File: src/rtl/sme_pkg.sv
// Shared constants, command codes and error codes for the stack machine executor.
package sme_pkg;
  localparam int StackDepth = 256;
  localparam int SpW        = $clog2(StackDepth);
  localparam int CntW       = SpW + 1;
  localparam int AddrW      = 16;
  localparam int DataW      = 32;

  typedef enum logic [3:0] {
    CMD_PUSH  = 4'd0,  CMD_ADD  = 4'd1,  CMD_SUB   = 4'd2,  CMD_MUL  = 4'd3,
    CMD_DIV   = 4'd4,  CMD_DUMP = 4'd5,  CMD_EQ    = 4'd6,  CMD_IF   = 4'd7,
    CMD_ELSE  = 4'd8,  CMD_END  = 4'd9,  CMD_DUP   = 4'd10, CMD_GT   = 4'd11,
    CMD_LT    = 4'd12, CMD_WHILE = 4'd13, CMD_DO   = 4'd14, CMD_ILL  = 4'd15
  } cmd_t;

  typedef enum logic [2:0] {
    ERR_NONE = 3'd0, ERR_UNDER = 3'd1, ERR_OVER = 3'd2,
    ERR_DIVZ = 3'd3, ERR_ILL   = 3'd4, ERR_HALT = 3'd5
  } err_t;

  // Divider handshake between sequencer and divide unit.
  typedef struct packed {
    logic             start;
    logic [DataW-1:0] dividend;
    logic [DataW-1:0] divisor;
  } div_req_t;

  typedef struct packed {
    logic             done;
    logic [DataW-1:0] quotient;
  } div_rsp_t;
endpackage

File: src/rtl/sme_divider.sv
// Signed restoring divider, one quotient bit per cycle, truncating toward zero.
module sme_divider (
  input  logic              clk,
  input  logic              rst_n,
  input  sme_pkg::div_req_t req,
  output sme_pkg::div_rsp_t rsp
);
  import sme_pkg::*;

  localparam int CntBits = $clog2(DataW + 1);

  logic             busy_r, busy_nxt;
  logic [CntBits-1:0] cnt_r, cnt_nxt;
  logic [DataW-1:0] rem_r, rem_nxt, quo_r, quo_nxt, dvs_r, dvs_nxt;
  logic             neg_r, neg_nxt, done_r, done_nxt;
  logic [DataW:0]   trial;
  logic [DataW-1:0] shifted;

  always_comb begin
    busy_nxt = busy_r; cnt_nxt = cnt_r; rem_nxt = rem_r; quo_nxt = quo_r;
    dvs_nxt = dvs_r; neg_nxt = neg_r; done_nxt = 1'b0;
    shifted = {rem_r[DataW-2:0], quo_r[DataW-1]};
    trial = {1'b0, shifted} - {1'b0, dvs_r};
    if (req.start) begin
      busy_nxt = 1'b1;
      cnt_nxt  = CntBits'(DataW);
      rem_nxt  = '0;
      quo_nxt  = req.dividend[DataW-1] ? -req.dividend : req.dividend;
      dvs_nxt  = req.divisor[DataW-1] ? -req.divisor : req.divisor;
      neg_nxt  = req.dividend[DataW-1] ^ req.divisor[DataW-1];
    end else if (busy_r) begin
      // rem/quo shift left together; quotient bits fill from the right
      if (!trial[DataW]) begin
        rem_nxt = trial[DataW-1:0];
        quo_nxt = {quo_r[DataW-2:0], 1'b1};
      end else begin
        rem_nxt = shifted;
        quo_nxt = {quo_r[DataW-2:0], 1'b0};
      end
      cnt_nxt = cnt_r - 1'b1;
      if (cnt_r == CntBits'(1)) begin
        busy_nxt = 1'b0;
        done_nxt = 1'b1;
      end
    end
  end

  always_ff @(posedge clk) begin
    if (!rst_n) begin
      busy_r <= 1'b0;
      done_r <= 1'b0;
      cnt_r  <= '0;
    end else begin
      busy_r <= busy_nxt;
      done_r <= done_nxt;
      cnt_r  <= cnt_nxt;
    end
    rem_r <= rem_nxt;
    quo_r <= quo_nxt;
    dvs_r <= dvs_nxt;
    neg_r <= neg_nxt;
  end

  assign rsp.done     = done_r;
  assign rsp.quotient = neg_r ? -quo_r : quo_r;

  property p_done_after_busy;
    @(posedge clk) disable iff (!rst_n) done_r |-> $past(busy_r);
  endproperty
  a_done_after_busy: assert property (p_done_after_busy)
    else $error("divider done without busy");

  property p_no_start_busy;
    @(posedge clk) disable iff (!rst_n) busy_r |-> !req.start;
  endproperty
  a_no_start_busy: assert property (p_no_start_busy)
    else $error("divider restarted while busy");

  property p_busy_cnt;
    @(posedge clk) disable iff (!rst_n) busy_r |-> cnt_r != '0;
  endproperty
  a_busy_cnt: assert property (p_busy_cnt)
    else $error("divider count ran out while busy");
endmodule

File: config.mk
export PLATFORM = sky130hd
export DESIGN_NAME = sme_divider
export DESIGN_NICKNAME = d
export VERILOG_FILES = /design/src/rtl/sme_pkg.sv /design/src/rtl/sme_divider.sv
export SDC_FILE = /design/constraint.sdc
export NUM_CORES = 1
export LEC_CHECK = 0
export BUFFER_PORTS_ARGS = -buffer_cell sky130_fd_sc_hd__buf_2
export CAP_MARGIN = 20
export CORE_ASPECT_RATIO = 1.1
export CORE_MARGIN = 2
export CORE_UTILIZATION = 28
export CTS_CLUSTER_DIAMETER = 80
export CTS_CLUSTER_SIZE = 20
export DETAILED_ROUTE_END_ITERATION = 16
export PLACE_DENSITY_LB_ADDON = 0.25
export SETUP_SLACK_MARGIN = 0.3
export SYNTH_ARGS = -nofsm -noshare
export SYNTH_HDL_FRONTEND = slang
export SYNTH_SLANG_ARGS = --single-unit
File: constraint.sdc
create_clock -name clk -period 6.2 [get_ports clk]
set_input_delay 0.93 -clock clk [delete_from_list [all_inputs] [get_ports clk]]
set_output_delay 0.93 -clock clk [all_outputs]
set_load 0.005 [all_outputs]
==> metrics.yaml <==
status:
  status: "complete, no violations"
yosys:
  synthTopCellsByArea: "edfxtp_1 26%, dfxtp_1 10%, xnor2_1 8.8%"
  ys_ff_latch: 104
  synth_cells: 871
  seq_area_frac_synth_pct: 36.5
  synth_compound_area_share_pct: 21.0
  yosysTopAreaCell: "edfxtp_1"
  synthDominantCellAreaShare_pct: 26.1
  yosysMostFrequentCell: "nand2_1"
  ys_async_sr_fraction_pct: 0
  synth_edf_count: 65
  synth_top_family_by_area: "compound AO/OA/AOI/OAI gates"
  synth.distinct_cells: 55
  yosys_most_used_dff: "edfxtp_1"
  synth_warnings: 0
  synth_commonest_cells: "101 x nand2_1, 85 x nor2_1, 75 x xnor2_1"
  synthAdderAreaFrac_pct: 6.45
  synth_area_um2: 7490
  synthesis.nets: 976
  syn_avg_cell_area_um2: 8.60
  synth_mux_area_share_pct: 0.434
  synth-xor-area-share_pct: 13.7
  yosys.area_share.simple_pct: 17.1
floorplanning:
  ios: 100
  die_h_um: 176
  start_util_pct: 28.6
  core_um2: 26200
  die_x_um: 160
  dieArea_um2: 28100
  fp-row-count: 62
clocking:
  cts_htree_levels: 3
  worst_skew_pair.late_latency_ps: 350
  cts-hold-fix-buffers: 0
  clock_sinks: 104
  cts_inserted_buffers: 9
  cts_resized: 0
  cts_tree: "done"
  clkTransAtPathRegs_ps: 70
  clockBufferDepth: 2
  cts_setup_buffers: 0
  cts_root_buf: "clkbuf_16"
routing:
  dr.pass1.iters: 4
  drc: 0
  drt-wirelength-per-cell_um: 13.4
  drtIter0Drc: 433
  finalWirelength_um: 17400
  via_count: 6278
  antenna_left: 0
  via_per_inst: 4.83
timing:
  finalSetupTns_ps: 0
  slew_violations: 0
  setup_ws_ps: 1880
  clock_skew_ps: 8.43
  rsz0062_at_grt: "false"
  fmax_mhz: 231
  fin_crit_sh_pct: 69.7
  finalSetupViolations: 0
  hold_viol: 0
  worst_pin_slew_ps: 1020
  hold-worst-slack_ps: 494
  min_period_ps: 4320
  relSlewSlack_pct: 32.0
worst_setup_path:
  worstReg2RegStart: "quo_r[31]$_DFFE_PP_"
  cp-end-kind: "primary output"
  r2r_slack_ps: 2340
  path_class: "flip-flop to primary output"
  reg2reg_to: "rem_r[29]$_SDFFE_PP0P_"
  startpoint_type: "flip-flop"
  cp.required_ps: 5270
  crit_fanout: 4
  reg2regPathDepth: 14
  crit_arrival_ps: 3390
finish:
  drive_above_1_share_pct: 14.7
  fillers: 2824
  stdcell_count: 1300
  antenna_cells: 0
  design_area_um2: 8580
  finalNetCount: 1048
  area_growth_syn_to_layout_pct: 14.6
placement:
  dp_cells: 1284
  place_area_um2: 8310
  gp_congestion: 0.840
  port_buffers: 99
  post-place-ws_ps: 2240
  dp_hpwl_um: 12900
grt:
  grt_pass1_wl_um: 29200
  track_usage_pct: 12.6
  grt_max_degree: 81
  grt_pass1_vias: 5938
  grt_overflow_total: 0
  antenna_found_initial: 0
min_path:
  hold_start: "cnt_r[0]$_SDFFE_PP0P_"
  whs_path_depth: 2
  hp-class: "flip-flop to flip-flop"
  holdPathEnd: "cnt_r[0]$_SDFFE_PP0P_"
power:
  power.density_nw_per_um2: 233
  irDropWorstVdd_mv: 0.115
  p_leak_nw: 3.34
flow_run:
  maxCapViolCount: 0
state kept, by name, summed over array words and instances (netlist names):
| name | cells |
|---|---|
| rem_r | 31 |
| quo_r | 32 |
| done_r | 1 |
| neg_r | 1 |
| dvs_r | 32 |
| busy_r | 1 |
| cnt_r | 6 |
how the worst max path moves through the flow:
| stage | to | slack [ps] | depth (start not counted) | from |
|---|---|---|---|---|
| after floorplan | rsp[29] | 2440 | 7 | quo_r[17]$_DFFE_PP_ |
| after detailed placement | rsp[29] | 2240 | 8 | quo_r[16]$_DFFE_PP_ |
| after global routing | rsp[27] | 1730 | 8 | quo_r[16]$_DFFE_PP_ |
| final | rsp[29] | 1880 | 8 | quo_r[16]$_DFFE_PP_ |
| after CTS | rsp[29] | 1840 | 8 | quo_r[16]$_DFFE_PP_ |
| after global placement | quo_r[28]$_DFFE_PP_ | 2270 | 10 | req[36] |
power breakdown:
group | leakage, nW | total [mW] | switching [mW] | internal [mW]
sequential | 0.958 | 0.876 | 0.0604 | 0.815
clock | 0.132 | 0.543 | 0.266 | 0.277
combinational | 2.25 | 0.578 | 0.325 | 0.253
total | 3.34 | 2.00 | 0.651 | 1.35
critical path, stage by stage (launching register included):
cell	delay [ps]
edfxtp_1	450
or4_4	550
or3_4	350
or3_4	350
or4_4	430
or3_4	410
o41ai_4	230
xnor2_1	140
buf_2	130
cell type report:
type / count / area, um2 / area share [%]
multi-input cells: 672 / 4410 / 51.4
flip-flops and latches: 104 / 2730 / 31.8
repair buffers: 103 / 528 / 6.15
well taps: 352 / 440 / 5.13
clock buffers: 11 / 233 / 2.71
inverters: 53 / 199 / 2.32
clock inverters: 5 / 41.3 / 0.481
logic make-up after synthesis:
family          count (synthesis)
xor+xnor                      117
flops                         104
fa+ha+maj                      38
simple gates                  273
compound gates                241
mux                             3
buf+inv                        95
metal layers:
metal	vias to the layer above	GRT usage [%]	part of all wire (%)
li1	3291	-	-
met1	2824	17.2	50
met2	147	20.5	44
met3	16	1.70	4.3
met4	0	4.50	1.5
met5	-	0	0
metrics by stage:
step / utilization (%) / power [mW]
2_1_floorplan: - / 1.29
3_3_place_gp: 31.7 / 1.47
3_5_place_dp: 31.7 / 1.47
4_1_cts: 32.7 / 2.02
5_1_grt: 32.7 / 2.13
6_report: 32.7 / 2.00
layout by cell type, fill, tap and decap left out, drive strengths merged, types with 7 or more instances in the layout:
cell | synthesis | final
a211oi | 15 | 15
a21o | 13 | 13
a21oi | 73 | 73
a311oi | 17 | 17
a31oi | 7 | 7
buf | 8 | 103
clkbuf | 34 | 11
dfxtp | 39 | 39
edfxtp | 65 | 65
ha | 37 | 37
inv | 53 | 55
nand2 | 101 | 101
nand3 | 13 | 13
nor2 | 85 | 85
nor3 | 9 | 9
nor4 | 7 | 7
o21ai | 50 | 50
o31ai | 30 | 30
o41ai | 14 | 14
or3 | 15 | 15
or4 | 17 | 17
xnor2 | 75 | 75
xor2 | 42 | 42
(Power assumes the default switching activity.)
